**config.mk**
```make
export PLATFORM = sky130hd
export DESIGN_NAME = packbits_line_decoder_core
export DESIGN_NICKNAME = d
export VERILOG_FILES = /design/src/hdl/pbd_pkg.sv /design/src/hdl/pbd_front.sv /design/src/hdl/pbd_queue.sv /design/src/hdl/pbd_back.sv /design/src/hdl/packbits_line_decoder_core.sv
export SDC_FILE = /design/constraint.sdc
export NUM_CORES = 1
export LEC_CHECK = 0
export BUFFER_PORTS_ARGS = -buffer_cell sky130_fd_sc_hd__buf_2
export CORE_ASPECT_RATIO = 0.6
export CORE_UTILIZATION = 30
export DETAILED_ROUTE_END_ITERATION = 16
export GPL_ROUTABILITY_DRIVEN = 0
export PLACE_DENSITY_LB_ADDON = 0.2
export SLEW_MARGIN = 40
export SYNTH_ARGS = -nofsm -noshare
export SYNTH_HDL_FRONTEND = slang
export SYNTH_SLANG_ARGS = --single-unit
```
**constraint.sdc**
```tcl
create_clock -name clk_i -period 5.3 [get_ports clk_i]
set_input_delay 1.59 -clock clk_i [delete_from_list [all_inputs] [get_ports clk_i]]
set_output_delay 1.59 -clock clk_i [all_outputs]
set_load 0.01 [all_outputs]
```
**src/hdl/pbd_pkg.sv**
```systemverilog
// Shared types and constants of the PackBits line decoder.
package pbd_pkg;

  // Width of the output byte counter and of the stored line length.
  localparam int unsigned LineCountBits = 16;

  // Depth of the queue between the front and the back.
  localparam int unsigned QueueDepth   = 2;
  localparam int unsigned QueuePtrBits = (QueueDepth > 1) ? $clog2(QueueDepth) : 1;
  localparam int unsigned QueueCntBits = $clog2(QueueDepth + 1);

  // Header class of a source byte, worked out in the front.
  typedef enum logic [1:0] {
    KindLiteral = 2'd0,
    KindRun     = 2'd1,
    KindNop     = 2'd2
  } kind_e;

  // One classified source byte as it travels through the queue.
  typedef struct packed {
    logic [7:0] data;
    logic       last;
    kind_e      kind;
    logic [7:0] count;   // literal or run length if the byte is a header
  } item_t;

  // Queue fill status seen by the front and the back.
  typedef struct packed {
    logic full;
    logic empty;
  } queue_status_t;

endpackage

```
**src/hdl/pbd_front.sv**
```systemverilog
// Input stage: accepts source bytes and classifies them as headers.
module pbd_front (
  input  logic                  clk_i,
  input  logic                  rst_ni,
  input  logic                  in_valid_i,
  output logic                  in_stall_o,
  input  logic [7:0]            in_byte_i,
  input  logic                  last_of_line_i,
  input  pbd_pkg::queue_status_t q_status_i,
  output logic                  push_o,
  output pbd_pkg::item_t        push_item_o
);

  logic           valid_q, valid_d;
  pbd_pkg::item_t item_q, item_d;
  logic           accept;
  logic [8:0]     run_cnt;

  assign push_o      = valid_q && !q_status_i.full;
  assign in_stall_o  = valid_q && q_status_i.full;
  assign accept      = in_valid_i && !in_stall_o;
  assign push_item_o = item_q;

  // Run length is 1 - n for the signed header n, i.e. 257 - byte.
  assign run_cnt = 9'd257 - {1'b0, in_byte_i};

  always_comb begin
    item_d      = item_q;
    item_d.data = in_byte_i;
    item_d.last = last_of_line_i;
    if (!in_byte_i[7]) begin
      item_d.kind  = pbd_pkg::KindLiteral;
      item_d.count = in_byte_i + 8'd1;
    end else if (in_byte_i == 8'h80) begin
      item_d.kind  = pbd_pkg::KindNop;
      item_d.count = 8'd0;
    end else begin
      item_d.kind  = pbd_pkg::KindRun;
      item_d.count = run_cnt[7:0];
    end
  end

  always_comb begin
    valid_d = valid_q;
    if (accept) begin
      valid_d = 1'b1;
    end else if (push_o) begin
      valid_d = 1'b0;
    end
  end

  always_ff @(posedge clk_i or negedge rst_ni) begin
    if (!rst_ni) begin
      valid_q <= 1'b0;
    end else begin
      valid_q <= valid_d;
    end
  end

  // Payload register: load on accept, hold otherwise.
  always_ff @(posedge clk_i) begin
    if (accept) begin
      item_q <= item_d;
    end
  end

endmodule

```
**src/hdl/pbd_queue.sv**
```systemverilog
// Short FIFO of classified items between the front and the back.
module pbd_queue (
  input  logic                   clk_i,
  input  logic                   rst_ni,
  input  logic                   push_i,
  input  pbd_pkg::item_t         push_item_i,
  input  logic                   pop_i,
  output pbd_pkg::item_t         head_o,
  output pbd_pkg::queue_status_t status_o
);

  localparam int unsigned PtrW = pbd_pkg::QueuePtrBits;
  localparam int unsigned CntW = pbd_pkg::QueueCntBits;

  pbd_pkg::item_t mem_q [pbd_pkg::QueueDepth];
  logic [PtrW-1:0] wr_ptr_q, wr_ptr_d, rd_ptr_q, rd_ptr_d;
  logic [CntW-1:0] count_q, count_d;

  assign status_o.full  = (count_q == CntW'(pbd_pkg::QueueDepth));
  assign status_o.empty = (count_q == '0);
  assign head_o         = mem_q[rd_ptr_q];

  always_comb begin
    wr_ptr_d = wr_ptr_q;
    rd_ptr_d = rd_ptr_q;
    count_d  = count_q;
    if (push_i) begin
      wr_ptr_d = (wr_ptr_q == PtrW'(pbd_pkg::QueueDepth - 1)) ? '0 : wr_ptr_q + 1'b1;
    end
    if (pop_i) begin
      rd_ptr_d = (rd_ptr_q == PtrW'(pbd_pkg::QueueDepth - 1)) ? '0 : rd_ptr_q + 1'b1;
    end
    if (push_i && !pop_i) begin
      count_d = count_q + 1'b1;
    end else if (pop_i && !push_i) begin
      count_d = count_q - 1'b1;
    end
  end

  always_ff @(posedge clk_i or negedge rst_ni) begin
    if (!rst_ni) begin
      wr_ptr_q <= '0;
      rd_ptr_q <= '0;
      count_q  <= '0;
    end else begin
      wr_ptr_q <= wr_ptr_d;
      rd_ptr_q <= rd_ptr_d;
      count_q  <= count_d;
    end
  end

  always_ff @(posedge clk_i) begin
    if (push_i) begin
      mem_q[wr_ptr_q] <= push_item_i;
    end
  end

endmodule

```
**src/hdl/pbd_back.sv**
```systemverilog
// Decode stage: line state machine, line length register and result register.
module pbd_back (
  input  logic                  clk_i,
  input  logic                  rst_ni,
  input  logic                  cfg_we_i,
  input  logic [15:0]           cfg_wdata_i,
  input  pbd_pkg::queue_status_t q_status_i,
  input  pbd_pkg::item_t        head_i,
  output logic                  pop_o,
  output logic                  out_valid_o,
  input  logic                  out_stall_i,
  output logic                  byte_valid_o,
  output logic [7:0]            out_byte_o,
  output logic [7:0]            repeat_count_o,
  output logic                  line_done_o,
  output logic                  line_ok_o
);

  localparam int unsigned LcW = pbd_pkg::LineCountBits;

  typedef enum logic [2:0] {
    PhHeader  = 3'b001,
    PhLiteral = 3'b010,
    PhRun     = 3'b100
  } phase_e;

  phase_e         phase_q, phase_d;
  logic [7:0]     remaining_q, remaining_d;
  logic [7:0]     run_length_q, run_length_d;
  logic [LcW-1:0] produced_q, produced_d;
  logic           failed_q, failed_d;
  logic [LcW-1:0] line_length_q;

  logic           out_valid_q;
  logic           byte_valid_q, line_done_q, line_ok_q;
  logic [7:0]     out_byte_q, repeat_count_q;

  logic           emit, ok, has_result;
  logic [7:0]     ecount;
  logic [LcW:0]   need;

  assign pop_o      = !q_status_i.empty && (!out_valid_q || !out_stall_i);
  assign need       = {1'b0, produced_q} + (LcW + 1)'(head_i.count);
  assign has_result = emit || head_i.last;

  always_comb begin
    phase_d      = phase_q;
    remaining_d  = remaining_q;
    run_length_d = run_length_q;
    produced_d   = produced_q;
    failed_d     = failed_q;
    emit         = 1'b0;
    ecount       = 8'd0;
    ok           = 1'b0;
    if (!failed_q) begin
      case (phase_q)
        PhHeader: begin
          if (produced_q < line_length_q) begin
            case (head_i.kind)
              pbd_pkg::KindLiteral: begin
                if (need > {1'b0, line_length_q}) begin
                  failed_d = 1'b1;
                end else begin
                  remaining_d = head_i.count;
                  phase_d     = PhLiteral;
                end
              end
              pbd_pkg::KindRun: begin
                if (need > {1'b0, line_length_q}) begin
                  failed_d = 1'b1;
                end else begin
                  run_length_d = head_i.count;
                  phase_d      = PhRun;
                end
              end
              default: begin
              end
            endcase
          end
        end
        PhLiteral: begin
          emit        = 1'b1;
          ecount      = 8'd1;
          produced_d  = produced_q + 1'b1;
          remaining_d = remaining_q - 8'd1;
          if (remaining_d == 8'd0) begin
            phase_d = PhHeader;
          end
        end
        PhRun: begin
          emit         = 1'b1;
          ecount       = run_length_q;
          produced_d   = produced_q + LcW'(run_length_q);
          run_length_d = 8'd0;
          phase_d      = PhHeader;
        end
        default: begin
          phase_d = PhHeader;
        end
      endcase
    end
    if (head_i.last) begin
      if (phase_d != PhHeader) begin
        failed_d = 1'b1;
      end
      ok           = !failed_d && (produced_d == line_length_q);
      // Clear the line state for the next scanline.
      phase_d      = PhHeader;
      remaining_d  = 8'd0;
      run_length_d = 8'd0;
      produced_d   = '0;
      failed_d     = 1'b0;
    end
  end

  always_ff @(posedge clk_i or negedge rst_ni) begin
    if (!rst_ni) begin
      phase_q      <= PhHeader;
      remaining_q  <= 8'd0;
      run_length_q <= 8'd0;
      produced_q   <= '0;
      failed_q     <= 1'b0;
    end else if (pop_o) begin
      phase_q      <= phase_d;
      remaining_q  <= remaining_d;
      run_length_q <= run_length_d;
      produced_q   <= produced_d;
      failed_q     <= failed_d;
    end
  end

  always_ff @(posedge clk_i or negedge rst_ni) begin
    if (!rst_ni) begin
      line_length_q <= LcW'(1);
    end else if (cfg_we_i) begin
      line_length_q <= LcW'(cfg_wdata_i);
    end
  end

  // Result register: load a new transaction on pop, drop it once taken.
  always_ff @(posedge clk_i or negedge rst_ni) begin
    if (!rst_ni) begin
      out_valid_q <= 1'b0;
    end else if (pop_o) begin
      out_valid_q <= has_result;
    end else if (!out_stall_i) begin
      out_valid_q <= 1'b0;
    end
  end

  always_ff @(posedge clk_i) begin
    if (pop_o && has_result) begin
      byte_valid_q   <= emit;
      out_byte_q     <= emit ? head_i.data : 8'd0;
      repeat_count_q <= ecount;
      line_done_q    <= head_i.last;
      line_ok_q      <= ok;
    end
  end

  assign out_valid_o    = out_valid_q;
  assign byte_valid_o   = byte_valid_q;
  assign out_byte_o     = out_byte_q;
  assign repeat_count_o = repeat_count_q;
  assign line_done_o    = line_done_q;
  assign line_ok_o      = line_ok_q;

endmodule

```
**src/hdl/packbits_line_decoder_core.sv**
```systemverilog
// A source byte passes the front register (loaded at acceptance), a queue entry and the result
// register; an output stall holds it back. Throughput: one source byte per cycle while the
// queue has room; the back retires one queue entry per cycle unless the output stalls.
// A run leaves as one transaction of byte plus repeat count.
// Reset (rst_ni low, asynchronous): queue emptied, line state cleared, line length 1.
// No clearing pass: the block takes bytes in the first cycle after reset.
module packbits_line_decoder_core (
  input  logic        clk_i,
  input  logic        rst_ni,
  // line length register
  input  logic        cfg_we_i,
  input  logic [15:0] cfg_wdata_i,
  // compressed source bytes
  input  logic        in_valid_i,
  output logic        in_stall_o,
  input  logic [7:0]  in_byte_i,
  input  logic        last_of_line_i,
  // decoded results
  output logic        out_valid_o,
  input  logic        out_stall_i,
  output logic        byte_valid_o,
  output logic [7:0]  out_byte_o,
  output logic [7:0]  repeat_count_o,
  output logic        line_done_o,
  output logic        line_ok_o
);

  // Front to queue: one classified byte per push.
  logic                   push;
  pbd_pkg::item_t         push_item;
  // Queue to back: head entry and fill status.
  logic                   pop;
  pbd_pkg::item_t         head;
  pbd_pkg::queue_status_t q_status;

  // Front: register each source byte and decode its header class (literal,
  // run or no-op) and its length, so the back needs only one add and two compares per header.
  pbd_front u_front (
    .clk_i          (clk_i),
    .rst_ni         (rst_ni),
    .in_valid_i     (in_valid_i),
    .in_stall_o     (in_stall_o),
    .in_byte_i      (in_byte_i),
    .last_of_line_i (last_of_line_i),
    .q_status_i     (q_status),
    .push_o         (push),
    .push_item_o    (push_item)
  );

  // Queue: decouples the input stall from the output stall.
  pbd_queue u_queue (
    .clk_i       (clk_i),
    .rst_ni      (rst_ni),
    .push_i      (push),
    .push_item_i (push_item),
    .pop_i       (pop),
    .head_o      (head),
    .status_o    (q_status)
  );

  // Back: advance the line state on every popped entry; bytes that produce
  // nothing (headers, ignored bytes) retire without a transaction unless they end the line.
  pbd_back u_back (
    .clk_i          (clk_i),
    .rst_ni         (rst_ni),
    .cfg_we_i       (cfg_we_i),
    .cfg_wdata_i    (cfg_wdata_i),
    .q_status_i     (q_status),
    .head_i         (head),
    .pop_o          (pop),
    .out_valid_o    (out_valid_o),
    .out_stall_i    (out_stall_i),
    .byte_valid_o   (byte_valid_o),
    .out_byte_o     (out_byte_o),
    .repeat_count_o (repeat_count_o),
    .line_done_o    (line_done_o),
    .line_ok_o      (line_ok_o)
  );

`ifndef ASSERT_OFF
  // The front never pushes into a full queue.
  a_no_overflow: assert property (@(posedge clk_i) disable iff (!rst_ni)
    push |-> !q_status.full)
    else $error("queue overflow");

  // The back never pops an empty queue.
  a_no_underflow: assert property (@(posedge clk_i) disable iff (!rst_ni)
    pop |-> !q_status.empty)
    else $error("queue underflow");

  // A transaction without a decoded byte is always a line end.
  a_empty_is_line_end: assert property (@(posedge clk_i) disable iff (!rst_ni)
    (out_valid_o && !byte_valid_o) |-> line_done_o)
    else $error("result without byte or line end");

  // Repeat count is nonzero exactly when a byte is carried.
  a_count_matches: assert property (@(posedge clk_i) disable iff (!rst_ni)
    out_valid_o |-> (byte_valid_o == (repeat_count_o != 8'd0)))
    else $error("repeat count does not match byte valid");

  // Success is only reported at line end.
  a_ok_at_end: assert property (@(posedge clk_i) disable iff (!rst_ni)
    (out_valid_o && line_ok_o) |-> line_done_o)
    else $error("line ok outside line end");
`endif

endmodule
```
==> qor.txt, run 1 <==
Post-synth EDFFs: 76
Seq/Total Area, Yosys: 0.480
area leader, netlist: edfxtp_1
CP required: 5.60 ns
Mean Syn Cell Area: 10.5 um2
CP Class: flip-flop to flip-flop
Synth top area share: 0.293
Remaining DRCs: 0
Die Area: 26600 um2
sum of negative setup slack: 0 ns
crit path DAT: 5.18 ns
pin count of the biggest net entering global routing: 38
GRT Residual Overflow: 0
post-route ant nets: 0
Final Hold Violating Endpoints: 0
CP Cell Sequence: buf_4 -> mux2i_1 -> inv_1 -> ha_1 -> a21oi_1 -> nor2b_1 -> o211ai_1 -> a21oi_1 -> nor2_1 -> nor2_1 -> xor2_1 -> ha_1 -> or2_1 -> a21oi_1 -> o21ai_0 -> a2111oi_2 -> o21a_1 -> nand3_1 -> o21ai_4 -> mux2_1
Die H: 127 um
combinational power share: 0.364
Crit-path slowest cell: a2111oi_2
Post-DP HPWL: 15700 um
post-synthesis cell count: 739
register area: 3740 um2
antenna cells: 0
status: finished clean
placed cell area: 8460 um2
DR iter-0 viols: 493
first-pass GRT wire length: 33000 um
Tcrit/Tclk final: 0.920
Area Overhead vs Synth: 15.8%
CTS H-tree depth: 4
worst slew pin tran: 0.700 ns
DRT Pass-1 Iters: 5
Post-Syn Area: 7780 um2
Final Max Tran Viols: 0
critical path peak fanout: 8
count leader, synth: edfxtp_1
final setup violation count: 0
design area: 9000 um2
Clk Latency, worst-skew pair: 0.43 ns
Synth warnings: 0
drt total wl: 21000 um
cell internal pwr: 2.60 mW
Core Rows: 45
Multi-input gate area: 3780 um2
post-route total power: 4.19 mW
dpl ws: 0.221 ns
power per cell area: 465 nW/um2
fin worst setup slack: 0.423 ns
Cell variety after synth: 74
Max Freq: 205 MHz
Worst path max stage delay: 0.46 ns
routed len/inst: 18.1 um
Setup crit end kind: flip-flop
clk root buf: clkbuf_16
Pleak: 3.77 nW
via/cell ratio: 4.92
syn nets: 825
Clock Power Share: 0.258
antenna violations before repair: 0
Async SR Flop Fraction: 0.433
relative slew slack: 0.533
Layout fillers: 2586
# Post-CTS Setup Buffers: 0
CTS clock-pin slew for the worst setup and hold paths: 0.06 ns
Chip Width: 210 um
Synth Flop Type: edfxtp_1
clock skew: 0.00902 ns
routed via count: 5702
sw power: 1.59 mW
RSZ-0062 raised after global routing: false
Setup crit start kind: flip-flop
Hold WC Path Type: flip-flop to flip-flop
CTS buffer count: 17
post-synthesis register bit count: 134
Global Route Usage Sum: 0.167
crit-path most repeated cell: a21oi_1
top post-synthesis cells by count: 76 x edfxtp_1, 61 x nand2_1, 61 x nor2_1
Core ar.: 25400 um2
PortBufs: 50
share of cells above drive strength 1: 0.141
Worst VDD drop: 0.000182 V
starting density of the core: 0.306
Ports: 51
Synth area leaders: edfxtp_1 29%, dfrtp_1 18%, ha_1 8.7%
Seq pwr share: 0.378
Nets: 881
TritonCTS clock tree: done
min Tclk post-route: 4.88 ns
Max Cap Viol: 0
switching share of power: 0.379
Max clock buf depth: 2
vias in the first global route: 5526
clock tree sinks: 134
==> placed cells by master (no fill, tap or decap), types with 7 or more instances in the layout <==
master     netlist  final
xnor2_1         35     35
or3_1            7      7
o31ai_1          9      9
nor2_1          61     61
a211oi_1         7      7
mux2i_1         19     19
mux2_1           9      9
buf_4            0     12
a21oi_1         30     30
edfxtp_1        76     76
nor3_1          10     10
nand3_1         18     18
dfrtp_1         56     56
nor2b_1          9      9
nand2b_1        10     10
a21o_1           8      8
and2_1          17     16
nand4_1         11     11
o21ai_0         46     46
nand2_1         61     61
o21a_1           9      9
inv_1           43     42
ha_1            54     54
clkbuf_16        0     17
xor2_1          18     18
a31oi_1          7      7
buf_2            3     50
==> registers in the layout (all words and copies together) (netlist names) <==
name                   count
u_queue.count_q            2
u_queue.mem_q             38
u_front.push_item_o       19
u_queue.rd_ptr_q           1
u_back.out_valid_o         1
u_back.produced_q         16
u_back.run_length_q        8
u_back.phase_q             3
u_back.repeat_count_o      8
u_front.valid_q            1
u_back.out_byte_o          8
u_back.line_length_q      16
u_back.remaining_q         8
u_back.byte_valid_o        1
u_back.failed_q            1
u_back.line_done_o         1
u_back.line_ok_o           1
u_queue.wr_ptr_q           1
==> cell families after synthesis <==
family | count (synthesis) | synth area share
buffers and inverters | 70 | 0.0356
adder cells (fa/ha/maj) | 56 | 0.0920
AO/OA/AOI/OAI | 172 | 0.151
XOR/XNOR | 53 | 0.0597
flip-flops | 134 | 0.480
AND/OR/NAND/NOR | 221 | 0.137
multiplexers | 33 | 0.0447
==> through the flow <==
step	utilization	hold WS [ns]	std cells
finish	0.355	0.440	1160
detailed placement	0.333	0.429	1128
global route	0.355	0.456	1160
floorplan	-	0.421	739
global placement	0.333	0.429	1128
CTS	0.354	0.441	1160
==> critical path, delay by kind of cell, from the launching register on <==
kind                       cells  cell delay (ns)
and+or+nand+nor                5             0.89
xor gates and xnor gates       1             0.15
muxes                          2             0.62
AOI/OAI and AO/OA              8             1.84
buffers and inverters          2             0.30
adders and majority gates      2             0.52
DFF                            1             0.42
==> power groups by stage <==
stage               combinational [mW]  sequential [mW]  clock [mW]
detailed placement                1.51             1.60           0
floorplan                        0.994             1.59           0
global placement                  1.51             1.61           0
CTS                               1.52             1.58        1.10
global route                      1.69             1.62        1.15
finish                            1.53             1.59        1.08
==> metal layers <==
metal / part of all wire / up-vias / GRT usage / wire [um]
met3: 0.066 / 13 / 0.0515 / 1370
met1: 0.57 / 2727 / 0.276 / 11900
met2: 0.36 / 154 / 0.198 / 7520
li1: - / 2808 / - / -
met5: 0 / - / 0 / 0
met4: 0.0070 / 0 / 0.0378 / 147
==> path summary, 6_finish.rpt <==
kind / cells after the start / to / start / slack, ns
max: 20 / u_back.run_length_q[4] / u_queue.rd_ptr_q / 0.42
min: 0 / u_queue.mem_q[1][17] / u_front.push_item_o[17] / 0.44
max reg2reg: 20 / u_back.run_length_q[4] / u_queue.rd_ptr_q / 0.42
min reg2reg: 0 / u_queue.mem_q[1][17] / u_front.push_item_o[17] / 0.44
max in group asynchronous: 2 / u_back.phase_q[0] / rst_ni / 3.20
min in group asynchronous: 1 / u_back.produced_q[3] / rst_ni / 1.15
==> layout make-up <==
cell class,count,area share
Multi-Input combinational cell,535,0.420
Sequential cell,134,0.415
Tap cell,352,0.0489
Clock buffer,18,0.0477
Timing Repair Buffer,62,0.0378
Inverter,45,0.0190
Clock inverter,14,0.0115
==> what timing repair did <==
item                                   in CTS  in global routing
endpoints found under the hold margin       0                  0
hold buffers                                0                  0
resized for setup                           0                  2
setup endpoints to repair                   0                  8
Note: power is estimated with default switching activity, not from simulation.
==> inputs of run 2 (changes only) <==
--- a/config.mk
+++ b/config.mk
@@ -8,6 +8,7 @@
 export BUFFER_PORTS_ARGS = -buffer_cell sky130_fd_sc_hd__buf_2
 export CORE_ASPECT_RATIO = 0.6
 export CORE_UTILIZATION = 30
+export CTS_BUF_LIST = sky130_fd_sc_hd__clkbuf_8
 export DETAILED_ROUTE_END_ITERATION = 16
 export GPL_ROUTABILITY_DRIVEN = 0
 export PLACE_DENSITY_LB_ADDON = 0.2
==> constraint.sdc (replaced) <==
create_clock -name clk_i -period 5.3 [get_ports clk_i]
set_input_delay 1.59 -clock clk_i [delete_from_list [all_inputs] [get_ports clk_i]]
set_output_delay 1.59 -clock clk_i [all_outputs]
set_load 0.02 [all_outputs]
==> qor.txt, run 2 (same netlist as run 1, synthesis figures left out) <==
Max Freq: 205 MHz (+0.22%)
first-pass GRT wire length: 32800 um (-0.48%)
Setup crit start kind: flip-flop
vias in the first global route: 5523 (-0.054%)
Core Rows: 45 (unchanged)
R2R setup slack: 0.43 ns (about the same)
Area Overhead vs Synth: 13.3%
switching share of power: 0.406 (+0.0272)
status: finished clean
Tcrit/Tclk final: 0.918 (-0.00203)
Layout fillers: 2604 (+0.70%)
via/cell ratio: 4.88 (-0.81%)
Seq pwr share: 0.404 (+0.026)
Remaining DRCs: 0 (unchanged)
Hold WC Path Type: flip-flop to flip-flop
worst slew pin tran: 0.694 ns (-0.00616 ns)
Worst VDD drop: 0.000181 V (-0.45%)
cell internal pwr: 2.32 mW (-11%)
clock skew: 0.0135 ns (+0.00443 ns)
relative slew slack: 0.537 (+0.00410)
Chip Width: 210 um (unchanged)
CTS buffer count: 17 (unchanged)
Post-DP HPWL: 15700 um (unchanged)
clk root buf: clkbuf_8
min Tclk post-route: 4.87 ns (-0.0107 ns)
antenna cells: 0 (unchanged)
design area: 8810 um2 (-2.1%)
Die Area: 26600 um2 (unchanged)
pin count of the biggest net entering global routing: 38 (unchanged)
Setup crit end kind: flip-flop
Nets: 881 (unchanged)
routing usage on met3: 0.0446 (-0.00693)
GRT Residual Overflow: 0 (unchanged)
CP required: 5.64 ns (+0.04 ns)
Pleak: 3.69 nW (-2.2%)
DR iter-0 viols: 366 (-26%)
met2 usage: 0.200 (+0.00156)
most frequent cells in the layout: 76 x edfxtp_1, 61 x nand2_1, 61 x nor2_1, 56 x dfrtp_1, 54 x ha_1
Clk Latency, worst-skew pair: 0.45 ns (+0.02 ns)
Global Route Usage Sum: 0.165 (-0.00168)
drt total wl: 20900 um (-0.15%)
Final Max Tran Viols: 0 (unchanged)
RSZ-0062 raised after global routing: false
critical path peak fanout: 8 (unchanged)
routed via count: 5656 (-0.81%)
r2r worst-path depth: 20 (unchanged)
Ports: 51 (unchanged)
Reg with most FFs: u_queue.mem_q
routed len/inst: 18.1 um (-0.15%)
commonest non-fill, non-tap cell in the layout: edfxtp_1
DRT Pass-1 Iters: 4 (-1)
placed cell area: 8460 um2 (unchanged)
Final Hold Violating Endpoints: 0 (unchanged)
final setup violation count: 0 (unchanged)
Multi-input gate area: 3780 um2 (unchanged)
Max clock buf depth: 2 (unchanged)
Hold Path Cell Cnt: 0 (unchanged)
GR Util met1: 0.274 (-0.00173)
crit path DAT: 5.20 ns (+0.02 ns)
share of cells above drive strength 1: 0.141 (unchanged)
register area: 3740 um2 (unchanged)
Die H: 127 um (unchanged)
Clock Power Share: 0.192 (-0.066)
Reg-to-Reg Start: u_queue.rd_ptr_q
starting density of the core: 0.306 (unchanged)
Min-Delay Endpoint: u_queue.mem_q[1][17]
# Post-CTS Setup Buffers: 0 (unchanged)
Max Cap Viol: 0 (unchanged)
gr busiest metal: met1
TritonCTS clock tree: done
post-route ant nets: 0 (unchanged)
CP Class: flip-flop to flip-flop
CTS resizes: 0 (unchanged)
PortBufs: 50 (unchanged)
sw power: 1.59 mW (+0.10%)
power per cell area: 444 nW/um2 (-4.6%)
Largest register FFs: 38 (unchanged)
CTS clock-pin slew for the worst setup and hold paths: 0.08 ns (+0.02 ns)
combinational power share: 0.403 (+0.039)
clock tree sinks: 134 (unchanged)
reg2reg end: u_back.run_length_q[4]
min-delay src: u_front.push_item_o[17]
sum of negative setup slack: 0 ns (unchanged)
antenna violations before repair: 0 (unchanged)
Core ar.: 25400 um2 (unchanged)
hold_buf cts: 0 (unchanged)
CTS H-tree depth: 4 (unchanged)
## run 2: cell types whose count changed in the layout (fill, tap and decap cells not counted)
cell and delta:
clkbuf_16 -17, clkbuf_8 +17, clkbuf_1 -1, inv_1 +1
## run 2: worst max-delay path by stage
stage,slack (ns),start,to
3_3_place_gp,0.30,u_queue.rd_ptr_q,u_back.run_length_q[3]
3_5_place_dp,0.22,u_queue.rd_ptr_q,u_back.run_length_q[1]
2_1_floorplan,0.60,u_queue.rd_ptr_q,u_back.run_length_q[0]
5_1_grt,0.10,u_queue.rd_ptr_q,u_back.run_length_q[7]
4_1_cts,0.18,u_queue.rd_ptr_q,u_back.run_length_q[2]
6_report,0.43,u_queue.rd_ptr_q,u_back.run_length_q[4]
## run 2: area by class of cell
cell class | count | share of cell area
multi-input combinational | 535 | 0.429
clock buffer | 17 | 0.0266
timing repair buffer | 62 | 0.0386
sequential | 134 | 0.424
inverter | 45 | 0.0195
tap | 352 | 0.0500
clock inverter | 15 | 0.0122
## run 2: per-layer routing
metal	part of all wire	vias up
li1	-	2805
met1	0.57	2695
met2	0.36	143
met3	0.062	13
met4	0.0075	0
met5	0	-
## run 2: power by group through the flow
stage / combinational (mW) / sequential, mW / clock [mW]
5_1_grt: 1.74 / 1.61 / 0.823
6_report: 1.58 / 1.58 / 0.752
3_3_place_gp: 1.56 / 1.61 / 0
4_1_cts: 1.57 / 1.58 / 0.780
2_1_floorplan: 0.996 / 1.64 / 0
3_5_place_dp: 1.56 / 1.60 / 0
## run 2: metrics by stage
step	util	worst slack, ns	hold slack, ns	power [mW]	std cells
global route	0.347	0.101	0.458	4.18	1160
finish	0.347	0.434	0.440	3.91	1160
detailed placement	0.333	0.221	0.429	3.17	1128
CTS	0.347	0.179	0.439	3.94	1160
floorplan	-	0.605	0.421	2.64	739
global placement	0.333	0.298	0.429	3.17	1128
## run 2: worst max-delay path, cell delays in order, from the launching register on
cell and delay, ns:
dfrtp_1 0.42, buf_4 0.21, mux2i_1 0.26, inv_1 0.09
ha_1 0.32, a21oi_1 0.22, nor2b_1 0.10, o211ai_1 0.21
a21oi_1 0.13, nor2_1 0.28, nor2_1 0.10, xor2_1 0.15
ha_1 0.20, or2_1 0.24, a21oi_1 0.11, o21ai_0 0.11
a2111oi_2 0.46, o21a_1 0.21, nand3_1 0.16, o21ai_4 0.39
mux2_1 0.36
==> inputs of run 3 (changes only) <==
--- a/config.mk
+++ b/config.mk
@@ -15,4 +15,5 @@
 export SLEW_MARGIN = 40
 export SYNTH_ARGS = -nofsm -noshare
 export SYNTH_HDL_FRONTEND = slang
+export SYNTH_HIERARCHICAL = 1
 export SYNTH_SLANG_ARGS = --single-unit
==> constraint.sdc (replaced) <==
create_clock -name clk_i -period 6.25 [get_ports clk_i]
set_input_delay 1.875 -clock clk_i [delete_from_list [all_inputs] [get_ports clk_i]]
set_output_delay 1.875 -clock clk_i [all_outputs]
set_load 0.02 [all_outputs]
==> qor.txt, run 3 <==
status: finished clean
dpl ws: 0.989 ns (+0.768 ns)
adder-cell share of the synthesized area: 0.0906 (-0.00142)
Synth warnings: 6 (+6)
CP required: 6.61 ns (+0.97 ns)
power per cell area: 399 nW/um2 (-10%)
Post-Syn Area: 8010 um2 (+3.0%)
Post-synth EDFFs: 76 (unchanged)
Global Route Usage Sum: 0.169 (+0.00422)
pin count of the biggest net entering global routing: 37 (-2.6%)
CP Cell Sequence: buf_4 -> mux2_4 -> ha_1 -> nor2b_1 -> o21ai_0 -> a31oi_1 -> nand3_1 -> xnor2_1 -> ha_1 -> nand4_2 -> or4_4 -> nand3_1 -> o221a_4 -> a31oi_2 -> nor2_1 -> o21ai_1 -> a22o_1
Pleak: 3.76 nW (+1.8%)
count leader, synth: edfxtp_1
Multi-input gate area: 3970 um2 (+4.9%)
vias in the first global route: 5663 (+2.5%)
GRT Residual Overflow: 0 (unchanged)
hold_buf cts: 0 (unchanged)
first-pass GRT wire length: 34100 um (+3.8%)
register area: 3740 um2 (unchanged)
Max Cap Viol: 0 (unchanged)
Post-DP HPWL: 16900 um (+7.3%)
Max clock buf depth: 2 (unchanged)
xor/xnor share of the synthesized area: 0.0470 (-0.0127)
fin worst setup slack: 0.955 ns (+0.522 ns)
commonest non-fill, non-tap cell in the layout: edfxtp_1
Die H: 129 um (+1.5%)
Max Freq: 189 MHz (-8.1%)
Setup crit end kind: flip-flop
Post-Synth Simple-Gate Area: 0.156 (+0.0193)
CTS H-tree depth: 4 (unchanged)
Layout fillers: 2642 (+1.5%)
post-route total power: 3.59 mW (-8.3%)
Largest register FFs: 38 (unchanged)
clock skew: 0.0185 ns (+0.00503 ns)
CP Class: flip-flop to flip-flop
Mean Syn Cell Area: 10.4 um2 (-0.90%)
DR iter-0 viols: 587 (+60%)
post-synthesis register bit count: 134 (unchanged)
TritonCTS clock tree: done
CTS buffer count: 17 (unchanged)
Core ar.: 25700 um2 (+1.3%)
Cell variety after synth: 74 (unchanged)
Final Max Tran Viols: 0 (unchanged)
worst slew pin tran: 0.783 ns (+0.0892 ns)
# Post-CTS Setup Buffers: 0 (unchanged)
antenna cells: 0 (unchanged)
Reg with most FFs: u_queue/mem_q
final setup violation count: 0 (unchanged)
relative slew slack: 0.473 (-0.0642)
post-synthesis cell count: 768 (+3.9%)
top post-synthesis cells by count: 76 x edfxtp_1, 67 x nand2_1, 56 x dfrtp_1, 56 x o21ai_0, 54 x ha_1
Async SR Flop Fraction: 0.433 (unchanged)
Nets: 900 (+2.2%)
routed via count: 6065 (+7.2%)
syn nets: 854 (+3.5%)
Final Hold Violating Endpoints: 0 (unchanged)
placed cell area: 8630 um2 (+2.0%)
PortBufs: 50 (unchanged)
critical path peak fanout: 12 (+4)
Core Rows: 45 (unchanged)
Crit-path slowest cell: dfrtp_1
routed len/inst: 18.7 um (+3.8%)
min Tclk post-route: 5.29 ns (+0.428 ns)
Clk Latency, worst-skew pair: 0.47 ns (+0.02 ns)
design area: 9000 um2 (+2.2%)
Seq/Total Area, Yosys: 0.466 (-0.0140)
Area Overhead vs Synth: 12.4%
post-synthesis mux area share: 0.0395 (-0.00521)
largest family of logic cells by synthesized area: compound AO/OA/AOI/OAI gates
clock tree sinks: 134 (unchanged)
post-route ant nets: 0 (unchanged)
area leader, netlist: edfxtp_1
sum of negative setup slack: 0 ns (unchanged)
Setup crit start kind: flip-flop
CTS clock-pin slew for the worst setup and hold paths: 0.08 ns (about the same)
Tcrit/Tclk final: 0.847 (-0.0710)
CTS resizes: 0 (unchanged)
share of cells above drive strength 1: 0.163 (+0.0222)
most frequent cells in the layout: 76 x edfxtp_1, 67 x nand2_1, 56 x o21ai_0, 56 x dfrtp_1, 54 x ha_1
Compound-Gate Fraction of Synth Area: 0.161 (+0.0101)
Hold WC Path Type: flip-flop to flip-flop
Synth Flop Type: edfxtp_1
Remaining DRCs: 0 (unchanged)
Die Area: 27400 um2 (+3.0%)
RSZ-0062 raised after global routing: false
Hold WS: 0.453 ns (+0.0130 ns)
starting density of the core: 0.311 (+0.00502)
Worst path max stage delay: 0.80 ns (+0.34 ns)
Worst VDD drop: 0.000139 V (-23%)
drt total wl: 22100 um (+5.5%)
DRT Pass-1 Iters: 5 (+1)
clk root buf: clkbuf_8
via/cell ratio: 5.14 (+5.5%)
Synth area leaders: edfxtp_1 28%, dfrtp_1 17%, ha_1 8.4%
Ports: 51 (unchanged)
crit path DAT: 5.65 ns (+0.45 ns)
Chip Width: 213 um (+1.5%)
Synth top area share: 0.285 (-0.00853)
antenna violations before repair: 0 (unchanged)
run 3: cell families (layout without fill, tap and decap cells):
logic type | after synthesis | after routing
adders and majority gates | 57 | 57
buffers and inverters | 73 | 132
muxes | 22 | 22
AOI/OAI and AO/OA | 196 | 196
xor gates and xnor gates | 43 | 43
and+or+nand+nor | 243 | 243
DFF | 134 | 134
run 3: metrics by stage:
step	std cells	utilization
final	1179	0.350
after global routing	1179	0.350
after CTS	1179	0.350
after detailed placement	1147	0.335
after global placement	1146	0.334
after floorplan	768	-
run 3: layer usage:
layer	up-vias	track usage	routed length (um)
li1	2933	-	-
met1	2950	0.280	12600
met2	170	0.200	7760
met3	12	0.0537	1620
met4	0	0.0372	161
met5	-	0	0
run 3: final cells by class:
type | count | share of cell area
Clock buffer | 18 | 0.0275
Clock inverter | 14 | 0.0139
Inverter | 40 | 0.0167
Multi-Input combinational cell | 561 | 0.441
Sequential cell | 134 | 0.415
Tap cell | 352 | 0.0489
Timing Repair Buffer | 60 | 0.0375
run 3: worst max-delay path, delay by kind of cell (launching register included):
| family | cells | cell delay, ns |
|---|---|---|
| AO/OA/AOI/OAI | 6 | 1.48 |
| adder cells (fa/ha/maj) | 2 | 0.65 |
| XOR/XNOR | 1 | 0.15 |
| buffers and inverters | 1 | 0.35 |
| AND/OR/NAND/NOR | 6 | 1.43 |
| multiplexers | 1 | 0.35 |
| flip-flops | 1 | 0.80 |
run 3: worst paths after layout:
kind                                         start                       end  slack (ns)  cells past startpoint
max                               u_queue/rd_ptr_q    u_back/run_length_q[1]        0.96                     17
min                        u_front/push_item_o[13]      u_queue/mem_q[1][13]        0.45                      0
max reg2reg                       u_queue/rd_ptr_q    u_back/run_length_q[1]        0.96                     17
min reg2reg                u_front/push_item_o[13]      u_queue/mem_q[1][13]        0.45                      0
max in group asynchronous                   rst_ni         u_back/phase_q[0]        4.30                      3
min in group asynchronous                   rst_ni  u_back/line_length_q[11]        1.39                      2
run 3: power by group:
part | switching (mW) | internal (mW) | leakage (nW)
registers | 0.174 | 1.23 | 1.48
clock network | 0.375 | 0.327 | 0.186
logic | 0.931 | 0.558 | 2.09
